--- src/rtl/core/wlsr_pkg.sv ---
package wlsr_pkg;

   // default sizes
   localparam int SLOTS_DEF = 8;
   localparam int RING_DEF  = 17;

   // fixed field widths
   localparam int ACT_W  = 3;
   localparam int SLOT_W = 3;
   localparam int BYTE_W = 8;
   localparam int ADDR_W = 8;
   localparam int POS_W  = 5;

   localparam logic [BYTE_W-1:0] VERSION_MARK = 8'h81;
   localparam logic [BYTE_W-1:0] ERASED_BYTE  = 8'hFF;
   localparam logic [BYTE_W-1:0] DELAY_RESET  = 8'd51;

   typedef enum logic [ACT_W-1:0] {
      ACT_RESTORE   = 3'd0,
      ACT_GET       = 3'd1,
      ACT_SET       = 3'd2,
      ACT_POLL      = 3'd3,
      ACT_TICK      = 3'd4,
      ACT_RAW_WRITE = 3'd5,
      ACT_RAW_READ  = 3'd6
   } action_type;

   typedef enum logic [3:0] {
      ST_CLEAR,
      ST_IDLE,
      ST_RAW_CAP,
      ST_RS_VER,
      ST_RS_SUM,
      ST_RS_SUM_WAIT,
      ST_RS_DECIDE,
      ST_RS_LOAD,
      ST_RS_LOAD_WAIT,
      ST_WR_SETUP,
      ST_WR_BYTE,
      ST_FIN
   } state_type;

   typedef struct packed {
      logic take;
      logic clr_step;
      logic raw_cap;
      logic scan_init;
      logic sweep_clr;
      logic sweep_rd;
      logic load;
      logic pos_next;
      logic accept_rec;
      logic wr_setup;
      logic wr_byte;
      logic wr_done;
      logic out_load;
   } dp_cmd_type;

   typedef struct packed {
      logic clr_last;
      logic is_restore;
      logic is_raw_read;
      logic poll_write;
      logic ver_ok;
      logic sweep_last;
      logic rec_accept;
      logic rec_stop;
      logic pos_last;
   } dp_status_type;

endpackage

--- src/rtl/core/wlsr_ifs.sv ---
interface wlsr_req_if;
   logic                        valid;
   logic                        ready;
   logic [wlsr_pkg::ACT_W-1:0]  action;
   logic [wlsr_pkg::SLOT_W-1:0] slot;
   logic [wlsr_pkg::BYTE_W-1:0] data_value;
   logic [wlsr_pkg::ADDR_W-1:0] store_addr;

   modport source (output valid, action, slot, data_value, store_addr, input ready);
   modport sink   (input valid, action, slot, data_value, store_addr, output ready);
endinterface

interface wlsr_rsp_if;
   logic                        valid;
   logic                        ready;
   logic [wlsr_pkg::BYTE_W-1:0] result_value;
   logic                        found;
   logic                        saved;
   logic                        pending;
   logic [wlsr_pkg::POS_W-1:0]  ring_position;
   logic [wlsr_pkg::BYTE_W-1:0] sequence_res;

   modport source (output valid, result_value, found, saved, pending, ring_position,
                   sequence_res, input ready);
   modport sink   (input valid, result_value, found, saved, pending, ring_position,
                   sequence_res, output ready);
endinterface

--- src/rtl/core/wlsr_controller.sv ---
module wlsr_controller (
   input  logic                    clock,
   input  logic                    reset,
   input  logic                    req_valid,
   output logic                    req_ready,
   output logic                    rsp_valid,
   input  logic                    rsp_ready,
   output wlsr_pkg::dp_cmd_type    cmd,
   input  wlsr_pkg::dp_status_type st
);
   import wlsr_pkg::*;

   state_type state_ff, state_in;
   logic      rsp_valid_ff, rsp_valid_in;

   always_ff @(posedge clock) begin
      if (reset) begin
         state_ff     <= ST_CLEAR;
         rsp_valid_ff <= 1'b0;
      end else begin
         state_ff     <= state_in;
         rsp_valid_ff <= rsp_valid_in;
      end
   end

   // next state
   always_comb begin
      state_in = state_ff;
      unique case (state_ff)
         ST_CLEAR: begin
            if (st.clr_last) state_in = ST_IDLE;
         end
         ST_IDLE: begin
            if (req_valid) begin
               priority if (st.is_restore)  state_in = ST_RS_VER;
               else if (st.is_raw_read)     state_in = ST_RAW_CAP;
               else if (st.poll_write)      state_in = ST_WR_SETUP;
               else                         state_in = ST_FIN;
            end
         end
         ST_RAW_CAP:     state_in = ST_FIN;
         ST_RS_VER:      state_in = st.ver_ok ? ST_RS_SUM : ST_FIN;
         ST_RS_SUM: begin
            if (st.sweep_last) state_in = ST_RS_SUM_WAIT;
         end
         ST_RS_SUM_WAIT: state_in = ST_RS_DECIDE;
         ST_RS_DECIDE: begin
            priority if (st.rec_accept) state_in = ST_RS_LOAD;
            else if (st.rec_stop)       state_in = ST_FIN;
            else if (st.pos_last)       state_in = ST_FIN;
            else                        state_in = ST_RS_SUM;
         end
         ST_RS_LOAD: begin
            if (st.sweep_last) state_in = ST_RS_LOAD_WAIT;
         end
         ST_RS_LOAD_WAIT: state_in = st.pos_last ? ST_FIN : ST_RS_SUM;
         ST_WR_SETUP:     state_in = ST_WR_BYTE;
         ST_WR_BYTE: begin
            if (st.sweep_last) state_in = ST_FIN;
         end
         ST_FIN: begin
            if (!rsp_valid_ff || rsp_ready) state_in = ST_IDLE;
         end
         default: state_in = ST_IDLE;
      endcase
   end

   // commands
   always_comb begin
      cmd       = '0;
      req_ready = 1'b0;
      unique case (state_ff)
         ST_CLEAR: cmd.clr_step = 1'b1;
         ST_IDLE: begin
            req_ready = 1'b1;
            cmd.take  = req_valid;
         end
         ST_RAW_CAP: cmd.raw_cap = 1'b1;
         ST_RS_VER:  cmd.scan_init = st.ver_ok;
         ST_RS_SUM:  cmd.sweep_rd = 1'b1;
         ST_RS_SUM_WAIT: ;
         ST_RS_DECIDE: begin
            cmd.sweep_clr  = 1'b1;
            cmd.accept_rec = st.rec_accept;
            cmd.pos_next   = !st.rec_accept && !st.rec_stop && !st.pos_last;
         end
         ST_RS_LOAD: begin
            cmd.sweep_rd = 1'b1;
            cmd.load     = 1'b1;
         end
         ST_RS_LOAD_WAIT: begin
            cmd.pos_next  = !st.pos_last;
            cmd.sweep_clr = !st.pos_last;
         end
         ST_WR_SETUP: cmd.wr_setup = 1'b1;
         ST_WR_BYTE: begin
            cmd.wr_byte = 1'b1;
            cmd.wr_done = st.sweep_last;
         end
         ST_FIN: cmd.out_load = !rsp_valid_ff || rsp_ready;
         default: ;
      endcase
   end

   always_comb begin
      rsp_valid_in = rsp_valid_ff;
      if (cmd.out_load)   rsp_valid_in = 1'b1;
      else if (rsp_ready) rsp_valid_in = 1'b0;
   end

   assign rsp_valid = rsp_valid_ff;

endmodule

--- src/rtl/core/wlsr_datapath.sv ---
module wlsr_datapath #(
   parameter int SLOTS        = wlsr_pkg::SLOTS_DEF,
   parameter int RING_ENTRIES = wlsr_pkg::RING_DEF
) (
   input  logic                         clock,
   input  logic                         reset,
   input  wlsr_pkg::dp_cmd_type         cmd,
   output wlsr_pkg::dp_status_type      st,
   input  logic [wlsr_pkg::ACT_W-1:0]   req_action,
   input  logic [wlsr_pkg::SLOT_W-1:0]  req_slot,
   input  logic [wlsr_pkg::BYTE_W-1:0]  req_data_value,
   input  logic [wlsr_pkg::ADDR_W-1:0]  req_store_addr,
   input  logic                         csr_wr_en,
   input  logic [wlsr_pkg::BYTE_W-1:0]  csr_wr_data,
   output logic [wlsr_pkg::BYTE_W-1:0]  rsp_result_value,
   output logic                         rsp_found,
   output logic                         rsp_saved,
   output logic                         rsp_pending,
   output logic [wlsr_pkg::POS_W-1:0]   rsp_ring_position,
   output logic [wlsr_pkg::BYTE_W-1:0]  rsp_sequence_res
);
   import wlsr_pkg::*;

   localparam int REC_BYTES   = SLOTS + 2;
   localparam int STORE_BYTES = 1 + RING_ENTRIES * REC_BYTES;
   localparam int MA_W        = $clog2(STORE_BYTES);
   localparam int RB_W        = $clog2(REC_BYTES);
   localparam int SI_W        = (SLOTS > 1) ? $clog2(SLOTS) : 1;

   localparam logic [POS_W-1:0] NO_REC    = POS_W'(RING_ENTRIES);
   localparam logic [POS_W-1:0] LAST_POS  = POS_W'(RING_ENTRIES - 1);
   localparam logic [RB_W-1:0]  LAST_RB   = RB_W'(REC_BYTES - 1);
   localparam logic [MA_W-1:0]  LAST_ADDR = MA_W'(STORE_BYTES - 1);

   // store
   logic [BYTE_W-1:0] store_mem [STORE_BYTES];
   logic [BYTE_W-1:0] rd_data_ff;
   logic              mem_we, rd_en;
   logic [MA_W-1:0]   mem_wa, rd_addr;
   logic [BYTE_W-1:0] mem_wd;

   // control state
   logic [MA_W-1:0]   clr_ff, clr_in;
   logic              dirty_ff, dirty_in;
   logic              armed_ff, armed_in;
   logic [POS_W-1:0]  cur_pos_ff, cur_pos_in;
   logic [BYTE_W-1:0] cur_seq_ff, cur_seq_in;
   logic [BYTE_W-1:0] delay_ff, delay_in;
   logic [BYTE_W-1:0] cfg_ff, cfg_in;
   logic [BYTE_W-1:0] cache_ff [SLOTS];
   logic [BYTE_W-1:0] cache_in [SLOTS];
   logic              rd_vld_ff, rd_vld_in;

   // sequencer payload
   logic [POS_W-1:0]  pos_ff, pos_in;
   logic [RB_W-1:0]   rb_ff, rb_in;
   logic [RB_W-1:0]   rd_idx_ff, rd_idx_in;
   logic              load_ff, load_in;
   logic              have_ff, have_in;
   logic [BYTE_W-1:0] sum_ff, sum_in;
   logic [BYTE_W-1:0] seq_cand_ff, seq_cand_in;
   logic              raw_ok_ff, raw_ok_in;
   logic [BYTE_W-1:0] value_ff, value_in;
   logic              saved_ff, saved_in;

   // result register
   logic [BYTE_W-1:0] out_value_ff;
   logic              out_found_ff, out_saved_ff, out_pending_ff;
   logic [POS_W-1:0]  out_pos_ff;
   logic [BYTE_W-1:0] out_seq_ff;

   logic              slot_ok, addr_ok;
   logic [SI_W-1:0]   cache_idx;
   logic [BYTE_W-1:0] cache_rd;
   logic [POS_W-1:0]  rec_pos;
   logic [MA_W-1:0]   rec_base, sweep_addr;
   logic [BYTE_W-1:0] wr_data;
   logic [BYTE_W-1:0] step;
   logic              rec_valid;

   assign slot_ok   = 32'(req_slot) < SLOTS;
   assign addr_ok   = 32'(req_store_addr) < STORE_BYTES;
   assign cache_idx = cmd.take ? SI_W'(req_slot) : SI_W'(rb_ff - RB_W'(1));
   assign cache_rd  = cache_ff[cache_idx];

   // record base is 1 + position * record length
   assign rec_pos    = cmd.wr_byte ? cur_pos_ff : pos_ff;
   assign rec_base   = MA_W'(32'(rec_pos) * REC_BYTES + 1);
   assign sweep_addr = MA_W'(rec_base + MA_W'(rb_ff));

   always_comb begin
      priority if (rb_ff == '0)   wr_data = cur_seq_ff;
      else if (rb_ff == LAST_RB)  wr_data = 8'd0 - sum_ff;
      else                        wr_data = cache_rd;
   end

   // store ports
   always_comb begin
      mem_we = 1'b0;
      mem_wa = '0;
      mem_wd = ERASED_BYTE;
      priority if (cmd.clr_step) begin
         mem_we = 1'b1;
         mem_wa = clr_ff;
      end else if (cmd.take && req_action == ACT_RAW_WRITE && addr_ok) begin
         mem_we = 1'b1;
         mem_wa = MA_W'(req_store_addr);
         mem_wd = req_data_value;
      end else if (cmd.wr_setup && cur_pos_ff >= NO_REC) begin
         mem_we = 1'b1;
         mem_wd = VERSION_MARK;
      end else if (cmd.wr_byte) begin
         mem_we = 1'b1;
         mem_wa = sweep_addr;
         mem_wd = wr_data;
      end
   end

   always_comb begin
      rd_en   = 1'b0;
      rd_addr = '0;
      priority if (cmd.take && req_action == ACT_RESTORE) begin
         rd_en = 1'b1;
      end else if (cmd.take && req_action == ACT_RAW_READ && addr_ok) begin
         rd_en   = 1'b1;
         rd_addr = MA_W'(req_store_addr);
      end else if (cmd.sweep_rd) begin
         rd_en   = 1'b1;
         rd_addr = sweep_addr;
      end
   end

   always_ff @(posedge clock) begin
      if (mem_we) store_mem[mem_wa] <= mem_wd;
      if (rd_en)  rd_data_ff <= store_mem[rd_addr];
   end

   // next values
   always_comb begin
      clr_in      = clr_ff;
      dirty_in    = dirty_ff;
      armed_in    = armed_ff;
      cur_pos_in  = cur_pos_ff;
      cur_seq_in  = cur_seq_ff;
      delay_in    = delay_ff;
      cfg_in      = cfg_ff;
      cache_in    = cache_ff;
      pos_in      = pos_ff;
      rb_in       = rb_ff;
      have_in     = have_ff;
      sum_in      = sum_ff;
      seq_cand_in = seq_cand_ff;
      raw_ok_in   = raw_ok_ff;
      value_in    = value_ff;
      saved_in    = saved_ff;
      rd_vld_in   = cmd.sweep_rd;
      rd_idx_in   = rb_ff;
      load_in     = cmd.load;

      if (csr_wr_en) cfg_in = csr_wr_data;
      if (cmd.clr_step) clr_in = clr_ff + MA_W'(1);

      if (cmd.take) begin
         value_in = '0;
         saved_in = 1'b0;
         unique case (req_action)
            ACT_RESTORE: begin
               dirty_in   = 1'b0;
               armed_in   = 1'b0;
               cur_pos_in = NO_REC;
               cur_seq_in = '0;
            end
            ACT_GET: begin
               if (cur_pos_ff != NO_REC && slot_ok) value_in = cache_rd;
            end
            ACT_SET: begin
               if (slot_ok && cache_rd != req_data_value) begin
                  cache_in[cache_idx] = req_data_value;
                  dirty_in = 1'b1;
                  armed_in = 1'b0;
               end
            end
            ACT_POLL: begin
               if (dirty_ff && !armed_ff) begin
                  delay_in = cfg_ff;
                  armed_in = 1'b1;
               end
            end
            ACT_TICK: begin
               if (delay_ff != '0) delay_in = delay_ff - 8'd1;
            end
            ACT_RAW_WRITE: ;
            ACT_RAW_READ: raw_ok_in = addr_ok;
            default: ;
         endcase
      end

      if (cmd.raw_cap && raw_ok_ff) value_in = rd_data_ff;

      // returning store bytes of a sweep
      if (rd_vld_ff) begin
         sum_in = sum_ff + rd_data_ff;
         if (rd_idx_ff == '0) seq_cand_in = rd_data_ff;
         if (load_ff && rd_idx_ff != '0 && rd_idx_ff != LAST_RB)
            cache_in[SI_W'(rd_idx_ff - RB_W'(1))] = rd_data_ff;
      end

      if (cmd.sweep_rd) rb_in = rb_ff + RB_W'(1);
      if (cmd.scan_init) begin
         pos_in  = '0;
         have_in = 1'b0;
      end
      if (cmd.scan_init || cmd.sweep_clr) begin
         rb_in  = '0;
         sum_in = '0;
      end
      if (cmd.pos_next) pos_in = pos_ff + POS_W'(1);
      if (cmd.accept_rec) begin
         cur_pos_in = pos_ff;
         cur_seq_in = seq_cand_ff;
         have_in    = 1'b1;
      end

      if (cmd.wr_setup) begin
         if (cur_pos_ff >= NO_REC || cur_pos_ff == LAST_POS) cur_pos_in = '0;
         else                                                cur_pos_in = cur_pos_ff + POS_W'(1);
         cur_seq_in = cur_seq_ff + 8'd1;
         rb_in      = '0;
         sum_in     = '0;
      end
      if (cmd.wr_byte) begin
         sum_in = sum_ff + wr_data;
         rb_in  = rb_ff + RB_W'(1);
      end
      if (cmd.wr_done) begin
         dirty_in = 1'b0;
         armed_in = 1'b0;
         saved_in = 1'b1;
      end
   end

   always_ff @(posedge clock) begin
      if (reset) begin
         clr_ff     <= '0;
         dirty_ff   <= 1'b0;
         armed_ff   <= 1'b0;
         cur_pos_ff <= NO_REC;
         cur_seq_ff <= '0;
         delay_ff   <= '0;
         cfg_ff     <= DELAY_RESET;
         cache_ff   <= '{default: '0};
         rd_vld_ff  <= 1'b0;
      end else begin
         clr_ff     <= clr_in;
         dirty_ff   <= dirty_in;
         armed_ff   <= armed_in;
         cur_pos_ff <= cur_pos_in;
         cur_seq_ff <= cur_seq_in;
         delay_ff   <= delay_in;
         cfg_ff     <= cfg_in;
         cache_ff   <= cache_in;
         rd_vld_ff  <= rd_vld_in;
      end
   end

   always_ff @(posedge clock) begin
      pos_ff      <= pos_in;
      rb_ff       <= rb_in;
      rd_idx_ff   <= rd_idx_in;
      load_ff     <= load_in;
      have_ff     <= have_in;
      sum_ff      <= sum_in;
      seq_cand_ff <= seq_cand_in;
      raw_ok_ff   <= raw_ok_in;
      value_ff    <= value_in;
      saved_ff    <= saved_in;
      if (cmd.out_load) begin
         out_value_ff   <= value_ff;
         out_found_ff   <= cur_pos_ff != NO_REC;
         out_saved_ff   <= saved_ff;
         out_pending_ff <= armed_ff;
         out_pos_ff     <= cur_pos_ff;
         out_seq_ff     <= cur_seq_ff;
      end
   end

   // status
   assign step      = seq_cand_ff - cur_seq_ff;
   assign rec_valid = sum_ff == '0;

   always_comb begin
      st             = '0;
      st.clr_last    = clr_ff == LAST_ADDR;
      st.is_restore  = req_action == ACT_RESTORE;
      st.is_raw_read = req_action == ACT_RAW_READ;
      st.poll_write  = req_action == ACT_POLL && dirty_ff && armed_ff && delay_ff == '0;
      st.ver_ok      = rd_data_ff == VERSION_MARK;
      st.sweep_last  = rb_ff == LAST_RB;
      st.rec_accept  = rec_valid && (!have_ff || 32'(step) < RING_ENTRIES);
      st.rec_stop    = rec_valid && have_ff && !(32'(step) < RING_ENTRIES);
      st.pos_last    = pos_ff == LAST_POS;
   end

   assign rsp_result_value  = out_value_ff;
   assign rsp_found         = out_found_ff;
   assign rsp_saved         = out_saved_ff;
   assign rsp_pending       = out_pending_ff;
   assign rsp_ring_position = out_pos_ff;
   assign rsp_sequence_res  = out_seq_ff;

endmodule

--- src/rtl/core/wear_leveled_settings_ring.sv ---
// Settings cache with a wear-leveled ring of records in a byte-wide store
// (version byte at address 0, then RING_ENTRIES records of sequence byte,
// SLOTS setting bytes and a checksum byte). Items are handled one at a time
// and each answers with exactly one item on rsp_if. The store has one write
// port and one read port, each moving one byte per cycle, which sets the
// cost of the long actions: a save poll that writes a record sweeps out
// each record byte in turn, and a restore reads the version byte, sweeps
// each scanned record for its checksum and sweeps it again if it is taken
// into the cache. A result that is not taken yet holds back only the end of
// the next item, not its acceptance. After reset a clearing pass erases the
// store to 0xFF, one byte per cycle; req_if.ready stays low during it, while
// csr writes are taken at any time.
module wear_leveled_settings_ring #(
   parameter int SLOTS        = wlsr_pkg::SLOTS_DEF,
   parameter int RING_ENTRIES = wlsr_pkg::RING_DEF
) (
   input  logic                        clock,
   input  logic                        reset,
   wlsr_req_if.sink                    req_if,
   wlsr_rsp_if.source                  rsp_if,
   input  logic                        csr_wr_en,
   input  logic [wlsr_pkg::BYTE_W-1:0] csr_wr_data
);
   import wlsr_pkg::*;

   dp_cmd_type    cmd;
   dp_status_type st;

   // sequencer: clearing pass, dispatch, restore scan, record write, result hand-off
   wlsr_controller u_ctrl (
      .clock     (clock),
      .reset     (reset),
      .req_valid (req_if.valid),
      .req_ready (req_if.ready),
      .rsp_valid (rsp_if.valid),
      .rsp_ready (rsp_if.ready),
      .cmd       (cmd),
      .st        (st)
   );

   // store, cache, save timer, scan counters and result register
   wlsr_datapath #(
      .SLOTS        (SLOTS),
      .RING_ENTRIES (RING_ENTRIES)
   ) u_dp (
      .clock             (clock),
      .reset             (reset),
      .cmd               (cmd),
      .st                (st),
      .req_action        (req_if.action),
      .req_slot          (req_if.slot),
      .req_data_value    (req_if.data_value),
      .req_store_addr    (req_if.store_addr),
      .csr_wr_en         (csr_wr_en),
      .csr_wr_data       (csr_wr_data),
      .rsp_result_value  (rsp_if.result_value),
      .rsp_found         (rsp_if.found),
      .rsp_saved         (rsp_if.saved),
      .rsp_pending       (rsp_if.pending),
      .rsp_ring_position (rsp_if.ring_position),
      .rsp_sequence_res  (rsp_if.sequence_res)
   );

endmodule

--- src/flat_wrapper.sv ---
// flat-port wrapper written by rule: the top's interface ports become plain ports
module wear_leveled_settings_ring_flat import wlsr_pkg::*;
#(
   parameter int SLOTS        = wlsr_pkg::SLOTS_DEF,
   parameter int RING_ENTRIES = wlsr_pkg::RING_DEF
)
  (clock, reset, csr_wr_en, csr_wr_data, req_if_valid, req_if_action, req_if_slot, req_if_data_value, req_if_store_addr, req_if_ready, rsp_if_valid, rsp_if_result_value, rsp_if_found, rsp_if_saved, rsp_if_pending, rsp_if_ring_position, rsp_if_sequence_res, rsp_if_ready);
  wlsr_req_if req_if_i ();
  wlsr_rsp_if rsp_if_i ();
  input  logic clock;
  input  logic reset;
  input  logic csr_wr_en;
  input  logic [wlsr_pkg::BYTE_W-1:0] csr_wr_data;
  input wire logic [$bits(req_if_i.valid)-1:0] req_if_valid;
  input wire logic [$bits(req_if_i.action)-1:0] req_if_action;
  input wire logic [$bits(req_if_i.slot)-1:0] req_if_slot;
  input wire logic [$bits(req_if_i.data_value)-1:0] req_if_data_value;
  input wire logic [$bits(req_if_i.store_addr)-1:0] req_if_store_addr;
  output wire logic [$bits(req_if_i.ready)-1:0] req_if_ready;
  output wire logic [$bits(rsp_if_i.valid)-1:0] rsp_if_valid;
  output wire logic [$bits(rsp_if_i.result_value)-1:0] rsp_if_result_value;
  output wire logic [$bits(rsp_if_i.found)-1:0] rsp_if_found;
  output wire logic [$bits(rsp_if_i.saved)-1:0] rsp_if_saved;
  output wire logic [$bits(rsp_if_i.pending)-1:0] rsp_if_pending;
  output wire logic [$bits(rsp_if_i.ring_position)-1:0] rsp_if_ring_position;
  output wire logic [$bits(rsp_if_i.sequence_res)-1:0] rsp_if_sequence_res;
  input wire logic [$bits(rsp_if_i.ready)-1:0] rsp_if_ready;
  assign req_if_i.valid = req_if_valid;
  assign req_if_i.action = req_if_action;
  assign req_if_i.slot = req_if_slot;
  assign req_if_i.data_value = req_if_data_value;
  assign req_if_i.store_addr = req_if_store_addr;
  assign req_if_ready = req_if_i.ready;
  assign rsp_if_valid = rsp_if_i.valid;
  assign rsp_if_result_value = rsp_if_i.result_value;
  assign rsp_if_found = rsp_if_i.found;
  assign rsp_if_saved = rsp_if_i.saved;
  assign rsp_if_pending = rsp_if_i.pending;
  assign rsp_if_ring_position = rsp_if_i.ring_position;
  assign rsp_if_sequence_res = rsp_if_i.sequence_res;
  assign rsp_if_i.ready = rsp_if_ready;
  wear_leveled_settings_ring #(.SLOTS(SLOTS), .RING_ENTRIES(RING_ENTRIES)) u_core (.clock(clock), .reset(reset), .req_if(req_if_i), .rsp_if(rsp_if_i), .csr_wr_en(csr_wr_en), .csr_wr_data(csr_wr_data));
endmodule
--- config.mk ---
export PLATFORM = sky130hd
export DESIGN_NAME = wear_leveled_settings_ring_flat
export DESIGN_NICKNAME = d
export VERILOG_FILES = /design/src/rtl/core/wlsr_pkg.sv /design/src/rtl/core/wlsr_ifs.sv /design/src/rtl/core/wlsr_controller.sv /design/src/rtl/core/wlsr_datapath.sv /design/src/rtl/core/wear_leveled_settings_ring.sv /design/src/flat_wrapper.sv
export SDC_FILE = /design/constraint.sdc
export NUM_CORES = 2
export LEC_CHECK = 0
export BUFFER_PORTS_ARGS = -buffer_cell sky130_fd_sc_hd__buf_2
export CAP_MARGIN = 15
export CORE_MARGIN = 8
export CORE_UTILIZATION = 24
export DETAILED_ROUTE_END_ITERATION = 10
export PLACE_DENSITY_LB_ADDON = 0.2
export RECOVER_POWER = 50
export SYNTH_ARGS = -nofsm -noshare
export SYNTH_HDL_FRONTEND = slang
export SYNTH_SLANG_ARGS = --single-unit
export TNS_END_PERCENT = 30
--- constraint.sdc ---
create_clock -name clock -period 18.7 [get_ports clock]
set_input_delay 0.935 -clock clock [delete_from_list [all_inputs] [get_ports clock]]
set_output_delay 0.935 -clock clock [all_outputs]
set_load 0.01 [all_outputs]
==> results.cfg <==
[routing]
wl_per_cell_um = 24.2
dr.pass1.iters = 7
drcViolationCount = 0
viasPerCell = 4.83
drtIter0Drc = 4030
vias = 43600
ant_nets = 0
wl_um = 218000

[floorplanning]
die_width_um = 539
start_util_pct = 24.1
core_area_um2 = 273000
ios = 61
rows = 192
die_area_um2 = 291000
die_h_um = 539

[worst_setup_path]
crit_path_end_kind = flop
critical_path_arrival_ns = 12.37
criticalPathCategory = flop to flop
r2r_cells = 15
required_ns = 19.23
crit_fanout = 72
r2r_setup_slack_ns = 6.86
r2r-start = u_core.u_ctrl.state_ff[0]
critPathLaunchType = flop
reg2reg_to = u_core.u_dp.store_mem[145][7]

[status]
status = complete, but fails checks
violations = max-capacitance violations, max-slew violations

[placed_design]
gp_congestion = 0.807
hpwl_um = 128000
port_buffers = 60

[clocking]
cts_inserted_buffers = 170
clock-root-buffer = clkbuf_16
hold_buffers = 0
cts_sinks = 1550
cts_resized = 0
clock_path_buffers = 3
cts_tree = done
htreeDepth = 4
clk_latency_ns = 0.83
path_clk_slew_ns = 0.06
cts_setup_buffers = 0

[synth]
synth_top_cells_by_area = edfxtp_1 (65%), nand2_1 (6.7%), dfxtp_1 (3.5%)
synth_edf_count = 1434
syn-instance-count = 5342
yosys.area.top_type = edfxtp_1
synth_flop_cell = edfxtp_1
seq_area_frac_synth_pct = 69.0
syn_nets = 5427
synth_top_cell_area_share_pct = 65.5
avgSynthCellArea_um2 = 12.3
syn_area_um2 = 65800
yosys_warnings = 0
synth_async_sr_flop_share_pct = 0
synth_cell_types = 84
ys_seq_elements = 1550

[sta]
worst_pin_slew_ns = 4.66
fin_crit_sh_pct = 63.3
tns_ns = 0
clock.fmax_ghz = 0.0845
timing.final.crit_period_ns = 11.84
maxSlewHeadroom_pct = -210
skew_ns = 0.0442
grt_setup_unrepaired = false
setup_viol = 0
drv_slew = 780
final_hold_viol_count = 0

[global_route]
antenna_found_initial = 17
grt_pass1_wl_um = 313000
grt.overflow.total = 0
grtUsageTotal_pct = 14.3
grt_start_max_net_pins = 172
grt_pass1_vias = 42100

[power_and_ir_drop]
p_leak_nw = 23.6
power_density_nw_per_um2 = 125
power.total_mw = 9.40
peakVddDrop_mv = 0.0812

[layout]
register_area_um2 = 45400
syn_to_final_growth_pct = 14.8
multi_input_area_um2 = 18900
nFillCells = 28000
final_common_cell = edfxtp_1
final_cell_mix = edfxtp_1 (1434), nand2_1 (1170), nand3_1 (431)
drive_above_1_share_pct = 7.26
finalNetCount = 5390

[hold_path]
worstHoldStart = csr_wr_data[4]
min_to = u_core.u_dp.cfg_ff[4]
hold_depth = 2
hold_class = input pin to flop

[job]
maxCapViolCount = 28
==> routing by layer <==
metal | vias up | part of all wire (%) | global-route usage (%)
li1 | 19900 | - | -
met1 | 22200 | 47 | 20.5
met2 | 1269 | 46 | 22.6
met3 | 269 | 5.4 | 2.38
met4 | 2 | 2.3 | 3.55
met5 | - | 0.0060 | 0
==> power by group <==
| group | internal, mW | switching [mW] | total (mW) |
|---|---|---|---|
| Combinational | 0.551 | 1.42 | 1.97 |
| Clock | 1.97 | 1.46 | 3.43 |
| Sequential | 3.94 | 0.0604 | 4.00 |
==> kinds of logic (layout without fill, tap and decap cells) <==
| family | count (synthesis) | after routing | share of synthesized area, % |
|---|---|---|---|
| AOI/OAI and AO/OA | 837 | 837 | 9.05 |
| xor gates and xnor gates | 52 | 52 | 0.692 |
| adders and majority gates | 50 | 50 | 1.01 |
| buffers and inverters | 403 | 502 | 2.35 |
| DFF | 1550 | 1550 | 69.0 |
| muxes | 174 | 174 | 2.69 |
| other | 0 | 4 | 0 |
| and+or+nand+nor | 2276 | 2276 | 15.2 |
==> critical path, cell delays in order (launching register included) <==
cell and delay (ns):
dfxtp_1 0.74, or4b_1 0.83, inv_1 0.18, clkbuf_1 0.84, nand2_1 0.10, clkbuf_1 0.60
a21boi_0 0.35, o32ai_1 0.19, nor2_1 0.38, nand2_1 0.09, o21ai_0 0.10, mux2i_1 0.19
a22oi_2 0.16, clkbuf_1 3.25, clkbuf_1 2.58, buf_4 0.72
==> area by class of cell <==
cell class	instances	share of cell area, %
Timing Repair Buffer	152	1.29
Sequential cell	1550	60.1
Inverter	42	0.209
Clock inverter	96	1.41
Antenna cell	4	0.0133
Multi-Input combinational cell	3389	25.1
Tap cell	3589	5.95
Clock buffer	212	5.95
==> worst max-delay path by stage <==
stage,startpoint,end,slack (ns),depth (start not counted)
floorplan,u_core.u_ctrl.state_ff[3],u_core.u_dp.store_mem[0][6],7.88,14
detailed placement,u_core.u_ctrl.state_ff[1],u_core.u_dp.rd_data_ff[4],11.22,16
CTS,u_core.u_ctrl.state_ff[1],u_core.u_dp.rd_data_ff[4],11.17,16
global placement,u_core.u_ctrl.state_ff[1],u_core.u_dp.rd_data_ff[4],11.26,16
global route,u_core.u_ctrl.state_ff[0],u_core.u_dp.store_mem[145][7],6.24,15
finish,u_core.u_ctrl.state_ff[0],u_core.u_dp.store_mem[145][7],6.86,15
==> through the flow <==
step,hold WS (ns),utilization (%),instances,cell area (um2),setup WS [ns]
6_report,0.327,27.6,9034,75500,6.86
5_1_grt,0.291,27.6,9033,75500,6.24
4_1_cts,0.258,27.8,9026,75800,11.17
3_5_place_dp,0.413,25.7,8718,70200,11.22
3_3_place_gp,0.409,25.7,8717,70200,11.26
2_1_floorplan,0.375,-,5342,65800,7.88
==> cell usage after synthesis, types with 11 or more instances <==
library cell,n
edfxtp_1,1434
nand2_1,1176
nand3_1,432
nor2_1,364
clkbuf_1,295
a21oi_1,187
mux2i_1,171
dfxtp_1,116
a211oi_1,88
a31oi_1,82
and3_1,74
a22oi_1,72
o21ai_0,62
nand4_1,58
buf_1,52
a32oi_1,47
ha_1,45
nor3_1,43
inv_1,42
o22ai_1,35
a311oi_1,34
xnor2_1,28
xor2_1,24
nor4_1,23
a21boi_0,21
a21o_1,19
nand3b_1,17
nor2b_1,14
or3_1,14
a221oi_1,13
a32o_1,13
o221ai_1,13
a21bo_1,12
a22o_1,12
a311oi_2,12
buf_2,12
o31ai_1,12
o32ai_1,12
a2111oi_0,11
nand2b_1,11
==> state kept, by name (all words and copies together), names as in the netlist, 4 cells and up <==
| name | cells |
|---|---|
| u_core.u_ctrl.state_ff | 4 |
| u_core.u_dp.cache_ff | 64 |
| u_core.u_dp.cfg_ff | 8 |
| u_core.u_dp.clr_ff | 8 |
| u_core.u_dp.cur_pos_ff | 5 |
| u_core.u_dp.cur_seq_ff | 8 |
| u_core.u_dp.delay_ff | 8 |
| u_core.u_dp.pos_ff | 5 |
| u_core.u_dp.rb_ff | 4 |
| u_core.u_dp.rd_data_ff | 8 |
| u_core.u_dp.rd_idx_ff | 4 |
| u_core.u_dp.rsp_result_value | 8 |
| u_core.u_dp.rsp_ring_position | 5 |
| u_core.u_dp.rsp_sequence_res | 8 |
| u_core.u_dp.seq_cand_ff | 8 |
| u_core.u_dp.store_mem | 1368 |
| u_core.u_dp.sum_ff | 8 |
| u_core.u_dp.value_ff | 8 |
Power figures use the tool's default switching activity.
